**config.mk**
```make
export PLATFORM = sky130hd
export DESIGN_NAME = tiny_cpu_execute_unit
export DESIGN_NICKNAME = d
export VERILOG_FILES = /design/src/rtl/core/tcpu_pkg.sv /design/src/rtl/core/tcpu_alu.sv /design/src/rtl/core/tiny_cpu_execute_unit.sv
export VERILOG_INCLUDE_DIRS = /design/src /design/src/rtl/core
export SDC_FILE = /design/constraint.sdc
export NUM_CORES = 2
export LEC_CHECK = 0
export ABC_AREA = 1
export BUFFER_PORTS_ARGS = -buffer_cell sky130_fd_sc_hd__buf_2
export CAP_MARGIN = 20
export CORE_ASPECT_RATIO = 2
export CORE_MARGIN = 8
export CORE_UTILIZATION = 57
export CTS_BUF_LIST = sky130_fd_sc_hd__clkbuf_8 sky130_fd_sc_hd__clkbuf_16
export DETAILED_ROUTE_END_ITERATION = 10
export HOLD_SLACK_MARGIN = 0.05
export PLACE_DENSITY = 0.76
export SLEW_MARGIN = 10
export SYNTH_ARGS = -nofsm -noshare
export SYNTH_HDL_FRONTEND = slang
export SYNTH_SLANG_ARGS = --single-unit
```
**constraint.sdc**
```tcl
create_clock -name i_clk -period 9.76 [get_ports i_clk]
set_clock_uncertainty 0.1 [all_clocks]
set_input_delay 0.488 -clock i_clk [delete_from_list [all_inputs] [get_ports i_clk]]
set_output_delay 0.488 -clock i_clk [all_outputs]
set_load 0.005 [all_outputs]
```
**src/rtl/core/tiny_cpu_execute_unit_macros.svh**
```systemverilog
// Assertion macros for the tiny CPU execute unit.
// Expects i_clk and i_rst_n in the scope where a macro is used.
`ifndef TINY_CPU_EXECUTE_UNIT_MACROS_SVH
`define TINY_CPU_EXECUTE_UNIT_MACROS_SVH

// Consequent checked in the cycle after the antecedent.
`define TCPU_ASSERT_NEXT(lbl, ante, cons, msg) \
    lbl: assert property (@(posedge i_clk) disable iff (!i_rst_n) (ante) |=> (cons)) \
        else $error(msg);

// Consequent checked in the same cycle as the antecedent.
`define TCPU_ASSERT_NOW(lbl, ante, cons, msg) \
    lbl: assert property (@(posedge i_clk) disable iff (!i_rst_n) (ante) |-> (cons)) \
        else $error(msg);

`endif

```
**src/rtl/core/tcpu_pkg.sv**
```systemverilog
// Shared types and constants of the tiny CPU execute unit.
// No dependencies.
package tcpu_pkg;

    // item kinds on the input channel
    typedef enum logic {
        ITEM_EXEC    = 1'b0,
        ITEM_PRELOAD = 1'b1
    } t_item_kind;

    typedef enum logic [1:0] {
        PRINT_NONE = 2'd0,
        PRINT_HEX  = 2'd1,
        PRINT_CHAR = 2'd2
    } t_print_kind;

    // opcode top bits that select instruction length
    localparam logic [1:0] LEN2_TAG = 2'b01;
    localparam logic [1:0] LEN3_TAG = 2'b10;

    // locations at and above this address map to data memory
    localparam logic [7:0] MEM_BASE = 8'h10;

    localparam logic [7:0] OPC_NOP    = 8'h00;
    localparam logic [7:0] OPC_HALT   = 8'h3F;
    localparam logic [7:0] OPC_MOV    = 8'h81;
    localparam logic [7:0] OPC_ADD    = 8'h82;
    localparam logic [7:0] OPC_SUB    = 8'h83;
    localparam logic [7:0] OPC_PRHEX  = 8'h44;
    localparam logic [7:0] OPC_PRCHR  = 8'h45;
    localparam logic [7:0] OPC_NOT    = 8'h46;
    localparam logic [7:0] OPC_OR     = 8'h87;
    localparam logic [7:0] OPC_AND    = 8'h88;
    localparam logic [7:0] OPC_XOR    = 8'h89;
    localparam logic [7:0] OPC_SHR    = 8'h8A;
    localparam logic [7:0] OPC_SHL    = 8'h8B;
    localparam logic [7:0] OPC_JMP    = 8'h8C;
    localparam logic [7:0] OPC_SKIPNZ = 8'h4D;
    localparam logic [7:0] OPC_EQ     = 8'h8E;

    // decode/execute result handed from the ALU to the top level
    typedef struct packed {
        logic        reg_we;      // write R[a]
        logic        mov;         // location move, data in reg_wdata
        logic [7:0]  reg_wdata;
        logic        jump;
        logic [15:0] jump_pc;
        logic        set_halt;
        logic        set_skip;
        t_print_kind print_kind;
        logic [7:0]  print_value;
        logic        illegal;
    } t_exec_res;

endpackage

```
**src/rtl/core/tcpu_alu.sv**
```systemverilog
// Instruction decode and execute datapath of the tiny CPU.
// Depends on tcpu_pkg.
module tcpu_alu
    import tcpu_pkg::*;
(
    input  logic [7:0] i_opcode,
    input  logic [7:0] i_ra,
    input  logic [7:0] i_rb,
    input  logic [7:0] i_loc_a,
    output t_exec_res  o_res
);

    always_comb begin
        o_res             = '0;
        o_res.print_kind  = PRINT_NONE;
        // Ra*255 + Rb as (Ra<<8) - Ra + Rb
        o_res.jump_pc     = {i_ra, 8'h00} - {8'h00, i_ra} + {8'h00, i_rb};
        case (i_opcode)
            OPC_NOP: begin
            end
            OPC_HALT: begin
                o_res.set_halt = 1'b1;
            end
            OPC_MOV: begin
                o_res.mov       = 1'b1;
                o_res.reg_wdata = i_loc_a;
            end
            OPC_ADD: begin
                o_res.reg_we    = 1'b1;
                o_res.reg_wdata = i_ra + i_rb;
            end
            OPC_SUB: begin
                o_res.reg_we    = 1'b1;
                o_res.reg_wdata = i_ra - i_rb;
            end
            OPC_PRHEX: begin
                o_res.print_kind  = PRINT_HEX;
                o_res.print_value = i_loc_a;
            end
            OPC_PRCHR: begin
                o_res.print_kind  = PRINT_CHAR;
                o_res.print_value = i_loc_a;
            end
            OPC_NOT: begin
                o_res.reg_we    = 1'b1;
                o_res.reg_wdata = {7'd0, (i_ra == 8'h00)};
            end
            OPC_OR: begin
                o_res.reg_we    = 1'b1;
                o_res.reg_wdata = {7'd0, ((i_ra != 8'h00) || (i_rb != 8'h00))};
            end
            OPC_AND: begin
                o_res.reg_we    = 1'b1;
                o_res.reg_wdata = {7'd0, ((i_ra != 8'h00) && (i_rb != 8'h00))};
            end
            OPC_XOR: begin
                o_res.reg_we    = 1'b1;
                o_res.reg_wdata = i_ra ^ i_rb;
            end
            OPC_SHR: begin
                o_res.reg_we    = 1'b1;
                o_res.reg_wdata = (i_rb >= 8'd8) ? 8'h00 : (i_ra >> i_rb[2:0]);
            end
            OPC_SHL: begin
                o_res.reg_we    = 1'b1;
                o_res.reg_wdata = (i_rb >= 8'd8) ? 8'h00 : (i_ra << i_rb[2:0]);
            end
            OPC_JMP: begin
                o_res.jump = 1'b1;
            end
            OPC_SKIPNZ: begin
                o_res.set_skip = (i_ra != 8'h00);
            end
            OPC_EQ: begin
                o_res.reg_we    = 1'b1;
                o_res.reg_wdata = {7'd0, (i_ra == i_rb)};
            end
            default: begin
                o_res.illegal = 1'b1;
            end
        endcase
    end

endmodule

```
**src/rtl/core/tiny_cpu_execute_unit.sv**
```systemverilog
// Tiny CPU execute unit: top level. Depends on tcpu_pkg, tcpu_alu and the macros header.
// Items pass the operand stage, then the output register. Throughput: one item per
//   cycle when not stalled; the register file and data memory each take one write per
//   cycle, and a write to a location read by the next item is forwarded.
// Reset (i_rst_n low, synchronous): pc, skip and halt clear, every register and memory
//   byte reads as zero through per-entry valid bits, pipeline empties.
`include "tiny_cpu_execute_unit_macros.svh"

module tiny_cpu_execute_unit
    import tcpu_pkg::*;
#(
    parameter int REG_COUNT = 8,
    parameter int MEM_DEPTH = 240
) (
    input  logic        i_clk,
    input  logic        i_rst_n,
    // input items
    input  logic        i_s_axis_tvalid,
    output logic        o_s_axis_tready,
    // opcode[7:0], operand_a[15:8], operand_b[23:16], preload_index[31:24],
    // preload_data[39:32]
    input  logic [39:0] i_s_axis_tdata,
    // op[0]
    input  logic [0:0]  i_s_axis_tuser,
    // result items
    output logic        o_m_axis_tvalid,
    input  logic        i_m_axis_tready,
    // next_pc[15:0], print_value[23:16], halted[24], illegal[25], zero[31:26]
    output logic [31:0] o_m_axis_tdata,
    // print_kind[1:0]
    output logic [1:0]  o_m_axis_tuser
);

    localparam int RIDX_W = $clog2(REG_COUNT);
    localparam int MEM_AW = $clog2(MEM_DEPTH);
    localparam logic [7:0] MEM_DEPTH_B = 8'(MEM_DEPTH);

    // index mod REG_COUNT by restoring subtraction, five narrow steps
    function automatic logic [RIDX_W-1:0] f_ridx(input logic [7:0] v);
        logic [12:0] rem;
        rem = {5'd0, v};
        for (int k = 4; k >= 0; k--) begin
            if (rem >= 13'(REG_COUNT << k)) begin
                rem = rem - 13'(REG_COUNT << k);
            end
        end
        return rem[RIDX_W-1:0];
    endfunction

    // ---------------------------------------------------------------
    // Storage: register file (2R1W) and data memory (1R1W), with valid bits
    // so that reset makes every entry read as zero at once.
    // ---------------------------------------------------------------
    logic [7:0]           r_reg_file [REG_COUNT];
    logic [REG_COUNT-1:0] r_reg_vld;
    logic [7:0]           r_data_mem [MEM_DEPTH];
    logic [MEM_DEPTH-1:0] r_mem_vld;

    // write ports, driven by the execute stage
    logic              reg_we;
    logic [RIDX_W-1:0] reg_waddr;
    logic [7:0]        reg_wdata;
    logic              mem_we;
    logic [MEM_AW-1:0] mem_waddr;
    logic [7:0]        mem_wdata;

    // architectural state
    logic [15:0] r_pc;
    logic        r_skip;
    logic        r_halt;

    // ---------------------------------------------------------------
    // Input decode: operand masking by length and read addresses
    // ---------------------------------------------------------------
    logic [7:0]        in_opc;
    logic [7:0]        in_a;
    logic [7:0]        in_b;
    logic [1:0]        in_top;
    logic [7:0]        in_a_eff;
    logic [7:0]        in_b_eff;
    logic [RIDX_W-1:0] in_ia;
    logic [RIDX_W-1:0] in_ib;
    logic [7:0]        in_moff;
    logic              in_m_inr;
    logic [MEM_AW-1:0] in_maddr;
    logic              in_acc;
    logic              a_adv;

    assign in_opc   = i_s_axis_tdata[7:0];
    assign in_a     = i_s_axis_tdata[15:8];
    assign in_b     = i_s_axis_tdata[23:16];
    assign in_top   = in_opc[7:6];
    // two-byte ops see b as 0, one-byte ops see both as 0
    assign in_a_eff = ((in_top == LEN2_TAG) || (in_top == LEN3_TAG)) ? in_a : 8'h00;
    assign in_b_eff = (in_top == LEN3_TAG) ? in_b : 8'h00;
    assign in_ia    = f_ridx(in_a_eff);
    assign in_ib    = f_ridx(in_b_eff);
    assign in_moff  = in_a_eff - MEM_BASE;
    assign in_m_inr = (in_a_eff >= MEM_BASE) && (in_moff < MEM_DEPTH_B);
    assign in_maddr = in_moff[MEM_AW-1:0];

    // ---------------------------------------------------------------
    // Operand stage: item fields, registered reads, forwarding info
    // ---------------------------------------------------------------
    logic              r_a_vld;
    t_item_kind        r_a_op;
    logic [7:0]        r_a_opc;
    logic [7:0]        r_a_a;
    logic [7:0]        r_a_b;
    logic [RIDX_W-1:0] r_a_ia;
    logic [RIDX_W-1:0] r_a_ib;
    logic [7:0]        r_a_pidx;
    logic [7:0]        r_a_pdat;
    logic [7:0]        r_rda;
    logic [7:0]        r_rdb;
    logic [7:0]        r_rdm;
    logic              r_rda_v;
    logic              r_rdb_v;
    logic              r_rdm_v;
    logic              r_fwa_hit;
    logic              r_fwb_hit;
    logic              r_fwm_hit;
    logic [7:0]        r_fw_reg_d;
    logic [7:0]        r_fw_mem_d;

    // output register
    logic              r_o_vld;
    logic [15:0]       r_o_pc;
    t_print_kind       r_o_kind;
    logic [7:0]        r_o_pval;
    logic              r_o_halt;
    logic              r_o_ill;

    // the operand stage moves on when the output register is free or draining
    assign a_adv           = r_a_vld && (!r_o_vld || i_m_axis_tready);
    assign o_s_axis_tready = !r_a_vld || a_adv;
    assign in_acc          = i_s_axis_tvalid && o_s_axis_tready;

    always_ff @(posedge i_clk) begin
        if (!i_rst_n) begin
            r_a_vld <= 1'b0;
        end else if (in_acc) begin
            r_a_vld <= 1'b1;
        end else if (a_adv) begin
            r_a_vld <= 1'b0;
        end
    end

    always_ff @(posedge i_clk) begin
        if (in_acc) begin
            r_a_op     <= t_item_kind'(i_s_axis_tuser[0]);
            r_a_opc    <= in_opc;
            r_a_a      <= in_a_eff;
            r_a_b      <= in_b_eff;
            r_a_ia     <= in_ia;
            r_a_ib     <= in_ib;
            r_a_pidx   <= i_s_axis_tdata[31:24];
            r_a_pdat   <= i_s_axis_tdata[39:32];
            r_rda_v    <= r_reg_vld[in_ia];
            r_rdb_v    <= r_reg_vld[in_ib];
            r_rdm_v    <= in_m_inr && r_mem_vld[in_maddr];
            // a write landing this cycle overrides the stale read
            r_fwa_hit  <= reg_we && (reg_waddr == in_ia);
            r_fwb_hit  <= reg_we && (reg_waddr == in_ib);
            r_fwm_hit  <= mem_we && in_m_inr && (mem_waddr == in_maddr);
            r_fw_reg_d <= reg_wdata;
            r_fw_mem_d <= mem_wdata;
        end
    end

    // register file read and write
    always_ff @(posedge i_clk) begin
        if (in_acc) begin
            r_rda <= r_reg_file[in_ia];
            r_rdb <= r_reg_file[in_ib];
        end
        if (reg_we) begin
            r_reg_file[reg_waddr] <= reg_wdata;
        end
    end

    // data memory read and write
    always_ff @(posedge i_clk) begin
        if (in_acc && in_m_inr) begin
            r_rdm <= r_data_mem[in_maddr];
        end
        if (mem_we) begin
            r_data_mem[mem_waddr] <= mem_wdata;
        end
    end

    always_ff @(posedge i_clk) begin
        if (!i_rst_n) begin
            r_reg_vld <= '0;
            r_mem_vld <= '0;
        end else begin
            if (reg_we) begin
                r_reg_vld[reg_waddr] <= 1'b1;
            end
            if (mem_we) begin
                r_mem_vld[mem_waddr] <= 1'b1;
            end
        end
    end

    // ---------------------------------------------------------------
    // Execute stage
    // ---------------------------------------------------------------
    logic [7:0]  ra_val;
    logic [7:0]  rb_val;
    logic [7:0]  mem_val;
    logic [7:0]  loc_a;
    t_exec_res   res;
    logic        exec;
    logic        run;
    logic [1:0]  len;
    logic [15:0] pc_adv;
    logic [7:0]  b_off;
    logic        b_m_inr;
    logic [15:0] n_pc;
    logic        n_skip;
    logic        n_halt;

    assign ra_val  = r_fwa_hit ? r_fw_reg_d : (r_rda_v ? r_rda : 8'h00);
    assign rb_val  = r_fwb_hit ? r_fw_reg_d : (r_rdb_v ? r_rdb : 8'h00);
    assign mem_val = r_fwm_hit ? r_fw_mem_d : (r_rdm_v ? r_rdm : 8'h00);
    // below MEM_BASE a location is a register, same index as R[a]
    assign loc_a   = (r_a_a < MEM_BASE) ? ra_val : mem_val;

    tcpu_alu u_alu (
        .i_opcode (r_a_opc),
        .i_ra     (ra_val),
        .i_rb     (rb_val),
        .i_loc_a  (loc_a),
        .o_res    (res)
    );

    assign exec    = r_a_vld && (r_a_op == ITEM_EXEC) && !r_halt;
    assign run     = exec && !r_skip;          // skipped items are not decoded
    assign len     = (r_a_opc[7:6] == LEN2_TAG) ? 2'd2 :
                     (r_a_opc[7:6] == LEN3_TAG) ? 2'd3 : 2'd1;
    assign pc_adv  = r_pc + 16'(len);
    assign b_off   = r_a_b - MEM_BASE;
    assign b_m_inr = (r_a_b >= MEM_BASE) && (b_off < MEM_DEPTH_B);

    always_comb begin
        n_pc   = r_pc;
        n_skip = r_skip;
        n_halt = r_halt;
        if (exec) begin
            n_pc = (run && res.jump) ? res.jump_pc : pc_adv;
            if (r_skip) begin
                n_skip = 1'b0;
            end else begin
                if (res.set_skip) begin
                    n_skip = 1'b1;
                end
                if (res.set_halt) begin
                    n_halt = 1'b1;
                end
            end
        end
    end

    // write port selection
    always_comb begin
        reg_we    = 1'b0;
        reg_waddr = r_a_ia;
        reg_wdata = res.reg_wdata;
        mem_we    = 1'b0;
        mem_waddr = b_off[MEM_AW-1:0];
        mem_wdata = res.reg_wdata;
        if (a_adv) begin
            if (r_a_op == ITEM_PRELOAD) begin
                mem_we    = (r_a_pidx < MEM_DEPTH_B);
                mem_waddr = r_a_pidx[MEM_AW-1:0];
                mem_wdata = r_a_pdat;
            end else if (run) begin
                if (res.reg_we) begin
                    reg_we = 1'b1;
                end else if (res.mov) begin
                    if (r_a_b < MEM_BASE) begin
                        reg_we    = 1'b1;
                        reg_waddr = r_a_ib;
                    end else begin
                        mem_we = b_m_inr;   // out of range writes are dropped
                    end
                end
            end
        end
    end

    always_ff @(posedge i_clk) begin
        if (!i_rst_n) begin
            r_pc   <= 16'h0000;
            r_skip <= 1'b0;
            r_halt <= 1'b0;
        end else if (a_adv) begin
            r_pc   <= n_pc;
            r_skip <= n_skip;
            r_halt <= n_halt;
        end
    end

    always_ff @(posedge i_clk) begin
        if (!i_rst_n) begin
            r_o_vld <= 1'b0;
        end else if (a_adv) begin
            r_o_vld <= 1'b1;
        end else if (i_m_axis_tready) begin
            r_o_vld <= 1'b0;
        end
    end

    always_ff @(posedge i_clk) begin
        if (a_adv) begin
            r_o_pc   <= n_pc;
            r_o_kind <= run ? res.print_kind : PRINT_NONE;
            r_o_pval <= run ? res.print_value : 8'h00;
            r_o_halt <= n_halt;
            r_o_ill  <= run && res.illegal;
        end
    end

    assign o_m_axis_tvalid = r_o_vld;
    assign o_m_axis_tdata  = {6'd0, r_o_ill, r_o_halt, r_o_pval, r_o_pc};
    assign o_m_axis_tuser  = r_o_kind;

    // ---------------------------------------------------------------
    // Assertions
    // ---------------------------------------------------------------
    logic out_no_print;

    assign out_no_print = r_o_vld && (r_o_kind == PRINT_NONE);

    `TCPU_ASSERT_NEXT(a_halt_sticky, r_halt, r_halt, "halt flag dropped")
    `TCPU_ASSERT_NEXT(a_halt_pc_hold, a_adv && r_halt, r_pc == $past(r_pc), "pc moved after halt")
    `TCPU_ASSERT_NEXT(a_skip_clears, exec && r_skip && a_adv, !r_skip, "skip not consumed")
    `TCPU_ASSERT_NOW(a_print_idle, out_no_print, r_o_pval == 8'h00, "print value without print")

endmodule

```
## Word level (Yosys, flattened, before mapping)

Memories as Yosys holds them, arrays and structs flattened. A register that Yosys moved wholly into a read port is not among the register bits.
Cells that the tools add are included.

- Register bits after elaboration: 365
- Input bits: 45
- Logic and storage cells: 214
- Bits in writable memories: 1984
- Memories: 2
- Output and inout port bits: 36

Memory list:

| memory | words | width | rd ports | clocked after Yosys merged registers in | wr ports | RTL line | source |
|---|---|---|---|---|---|---|---|
| r_data_mem | 240 | 8 | 1 | 1 | 1 | tiny_cpu_execute_unit.sv:56 | `logic [7:0] r_data_mem [MEM_DEPTH];` |
| r_reg_file | 8 | 8 | 2 | 2 | 1 | tiny_cpu_execute_unit.sv:54 | `logic [7:0] r_reg_file [REG_COUNT];` |

- Equal/unequal tests: 23
- $lt $le $gt $ge: 25
- Multiplexer cells: 78
- Reductions and logical operators: 35
- Shift operators: 2
- Bitwise logic cells: 4
- Add/sub/neg operators: 17

Operators by type and width:

| operator | number |
|---|---|
| 240-bit bitwise OR | 1 |
| 8-bit two-way mux | 15 |
| 13-bit two-way mux | 8 |
| 8-bit equality test (second input constant) | 10 |
| 8-bit case mux with 10 select lines | 1 |
| 1-bit two-way mux | 36 |
| 8-bit by 7-bit equality test with 1-bit output (second input constant) | 4 |
| 16-bit two-way mux | 2 |
| 13-bit by 4-bit greater-or-equal comparator with 1-bit output (second input constant) | 2 |
| 13-bit by 5-bit greater-or-equal comparator with 1-bit output (second input constant) | 2 |
| 13-bit by 6-bit greater-or-equal comparator with 1-bit output (second input constant) | 2 |
| 13-bit by 7-bit greater-or-equal comparator with 1-bit output (second input constant) | 2 |
| 13-bit by 5-bit subtractor with 13-bit output (second input constant) | 2 |
| 13-bit by 6-bit subtractor with 13-bit output (second input constant) | 2 |
| 13-bit by 7-bit subtractor with 13-bit output (second input constant) | 2 |
| 8-bit less-than comparator (second input constant) | 3 |
| 3-bit two-way mux | 8 |
| 10-bit case mux with 2 select lines | 1 |
| 1-bit logical AND | 18 |
| 8-bit by 9-bit less-than comparator with 1-bit output (second input constant) | 2 |
| 8-bit by 8-bit subtractor with 9-bit output (second input constant) | 2 |
| 16-bit by 2-bit adder with 16-bit output | 1 |
| 16-bit by 8-bit adder with 16-bit output | 1 |
| 8-bit equality test | 2 |
| 34 further kinds | 55 |

## Logic depth before layout (Yosys ltp)

- Word-level depth: 15
- Gate-level depth with buffers: 19
- Depth with buffers taken out: 19

## By module

From an unflattened synthesis, not the netlist that was laid out.

- Cells, all modules: 9452
- Area total of the unflattened synthesis: 100557.7 µm²

By module, submodules not included:

| module | instances | area each (µm²) | sequential area each (µm²) | cells an instance |
|---|---|---|---|---|
| tiny_cpu_execute_unit | 1 | 98127.9 | 68365.6 | 8953 |
| tcpu_alu | 1 | 2429.8 | 0.0 | 499 |

## Worst setup path after synthesis

Ideal clock, no wire load.

- Kind: reg2reg
- Start: register r_fwb_hit
- End: memory r_data_mem[0][4], data pin
- Path buffers: 2
- Clock period less this slack: 9.427 ns
- Library setup time: 1.319 ns
- Slack: 0.333 ns
- Data arrival time: 8.009 ns
- Required time: 8.341 ns
- Stages on the path, launching flop included: 15
- Path through: edfxtp_1 clkbuf_1 nor2_1 a22oi_1 inv_1 ha_1 clkbuf_1 clkinv_1 o21bai_1 inv_1 nand3_1 nand3_1 nand4_1 nor2_1 nor2_1

RTL lines:

| element | RTL line | source |
|---|---|---|
| start: declaration | tiny_cpu_execute_unit.sv:121 | `logic r_fwb_hit;` |
| start signal: assignment | tiny_cpu_execute_unit.sv:164 | `r_fwb_hit <= reg_we && (reg_waddr == in_ib);` |
| end: declaration | tiny_cpu_execute_unit.sv:56 |  |

==> results.md <==
- CTS Buf Count: 198
- Die Width: 313 microns
- Hold buffer count at cts: 33
- CTS tree: built
- Pwr dens: 194 nW/um^2
- Post-synthesis sequential area ratio: 68.2%
- Pwr Total: 21100 uW
- Fin. Hold Viols: 0
- CP required: 10.12 ns
- Post-Route WL: 291000 microns
- Count of pins over their slew limit: 0
- IO Pins: 81
- Drt initial violations: 8929
- Htree depth: 4
- Met2 WL: 146000 microns
- Most frequent cells in the layout: edfxtp_1 (2098), nor2_1 (1218), nand3_1 (1133), o21ai_0 (1018), nand2_1 (919)
- Remaining DRCs: 0
- Clk Latency, worst-skew pair: 0.84 ns
- Total number of vias: 71399
- Fin crit share: 61.3%
- CTS resizes: 0
- Share of cells above drive strength 1: 6.32%
- Crit path DAT: 6.35 ns
- Initial antenna violation count: 10
- Met1 wire length: 93700 microns
- CTS Buffer Depth: 4
- Vias in the first global route: 69511
- Grt ovf: 0
- Die area: 190000 sq um
- Max_cap viols: 0
- Initial Util: 57.3%
- Unrepaired setup endpoints after global routing: no
- CTS sink cnt: 2366
- First-pass GRT wire length: 429000 microns
- WL/cell: 25.4 microns
- Post-DP HPWL: 177000 microns
- Post-CTS setup buffer count: 0
- Core ar.: 175000 sq um
- TNS Setup: 0 ns
- Worst Tran Pin Value: 1.28 ns
- Setup WS pre-CTS: 3.91 ns
- Critical path endpoint category: flip-flop
- Largest net degree at the start of global routing: 234
- Flops & latches, synth: 2366
- Critical Path Fanout Max: 96
- Final setup violation count: 0
- Reg clk slew, reported paths: 0.07 ns
- Crit path time final: 5.98 ns
- Setup CP Type: reg -> reg
- Antenna Nets Post-Route: 0
- Most common cell after layout, fill and taps aside: edfxtp_1
- Netlist cell types: 56
- Peak supply drop: 0.000162 V
- Die height: 609 microns
- GRT Overall Usage: 29.4%
- Top sig layer: met5
- Status: finished clean
- Main synth FF type: edfxtp_1
- Post-Synthesis Cell Area: 100000 sq um
- Fmax: 167 MHz
- Yosys warns: 0
- Row Count: 217
- Routed wl met3: 23500 microns
- Root buffer cell: clkbuf_16
- Setup WS post-layout: 3.78 ns
- Via density: 6.23
- CP startpoint kind: flip-flop
- Pleak: 0.0396 uW
- IO Port Bufs: 74
- Nets: 9083
- EDFF count, synth: 2098
- Min-Delay Path Class: in -> reg
- Syn avg cell area: 10.9 sq um
- Syn-to-layout area delta: 8.39%
- DR pass1 iterations: 8
- Cells after synthesis: 9202
- Async set-reset flop share out of synthesis: 0%
- Rel. slew slack: 13.5%
- R2R setup slack: 3.78 ns
- Final GP Congestion: 0.991
state kept, by name, indices dropped and copies added, names as in the netlist, 2 cells and up:
name / flops
r_pc: 16
r_rdm: 8
r_fw_reg_d: 8
r_a_pidx: 8
r_rda: 8
r_a_opc: 8
r_a_pdat: 8
r_o_pval: 8
r_fw_mem_d: 8
r_data_mem: 1920
r_a_b: 8
r_mem_vld: 240
r_rdb: 8
r_o_pc: 16
r_reg_file: 64
o_m_axis_tuser: 2
r_reg_vld: 8
r_a_a: 7
cells by family (layout without fill, tap and decap cells):
kind of cell	Yosys count	after routing	share of synthesized area, %
compound gates	1949	1949	10.9
xor+xnor	16	16	0.140
fa+ha+maj	35	35	0.452
buf+inv	1457	1410	5.84
flops	2366	2366	68.2
other cells	1	14	0.00374
simple gates	3378	3378	14.5
final cells by class:
cell class | count | area (sq um)
Clock inverter | 135 | 1030
Timing Repair Buffer | 211 | 1670
Fill cell | 13363 | 66200
Multi-Input combinational cell | 5384 | 26100
Inverter | 842 | 3230
Antenna cell | 8 | 20.0
Tap cell | 2299 | 2880
Sequential cell | 2366 | 68400
Clock buffer | 222 | 5340
per-stage QoR:
stage	std cells	area, sq um	hold WS, ns	util [%]
finish	11467	109000	0.144	62.1
global route	11460	109000	0.125	62.1
CTS	11458	109000	0.0573	62.1
detailed placement	11068	102000	0.341	58.3
global placement	11068	102000	0.336	58.3
floorplan	9207	100000	0.330	-
synth_stat cells (9+ instances only):
library cell | n | area share, %
a21oi_1 | 473 | 2.4
a31oi_1 | 23 | 0.14
buf_1 | 54 | 0.20
buf_2 | 172 | 0.86
buf_4 | 13 | 0.097
buf_6 | 14 | 0.16
clkbuf_1 | 361 | 1.4
clkinv_1 | 10 | 0.037
dfxtp_1 | 268 | 5.4
edfxtp_1 | 2098 | 63
ha_1 | 33 | 0.41
inv_1 | 803 | 3.0
inv_2 | 28 | 0.10
nand2_1 | 922 | 3.5
nand3_1 | 1133 | 5.7
nand4_1 | 23 | 0.14
nor2_1 | 1223 | 4.6
nor2_2 | 20 | 0.12
nor2_4 | 10 | 0.11
nor2_8 | 9 | 0.18
nor3_1 | 17 | 0.085
o211ai_1 | 330 | 2.5
o21ai_0 | 1018 | 5.1
o21ai_2 | 10 | 0.087
o221ai_1 | 32 | 0.28
o22ai_1 | 32 | 0.20
xor2_1 | 14 | 0.12
critical path, stage by stage, from the launching register on:
cell and delay [ns]:
edfxtp_1 0.55, o21ai_1 0.64, clkinv_1 0.51, ha_1 0.33, inv_1 0.11, nand2_1 0.20, ha_1 0.27, o21bai_1 0.27
nand3_1 0.16, nand2_1 0.07, nand2_1 0.05, nand3_1 0.07, nand4_1 0.38, nor2_1 0.13, nor2_4 0.09, buf_4 0.58
buf_4 0.90
routing by layer:
metal  vias to the layer above  global-route usage [%]
met5                         -                       0
met4                        10                    23.5
met3                      1158                    4.48
met2                      4018                    51.1
met1                     34387                    31.9
li1                      31826                       -
power by group:
part | internal, uW | switching [uW] | leakage (uW)
Combinational | 481 | 1590 | 0.0141
Sequential | 11100 | 36.8 | 0.0221
Clock | 4340 | 3580 | 0.00331
Total | 15900 | 5210 | 0.0396
worst paths after layout:
kind,from,end,cells after the start
setup / recovery,r_fwa_hit,r_data_mem[181][4],16
hold / removal,i_s_axis_tdata[13],r_a_a[5],3
setup reg to reg,r_fwa_hit,r_data_mem[181][4],16
hold reg to reg,r_mem_vld[171],r_mem_vld[171],2
No activity file was read; power rests on OpenSTA's default activity.
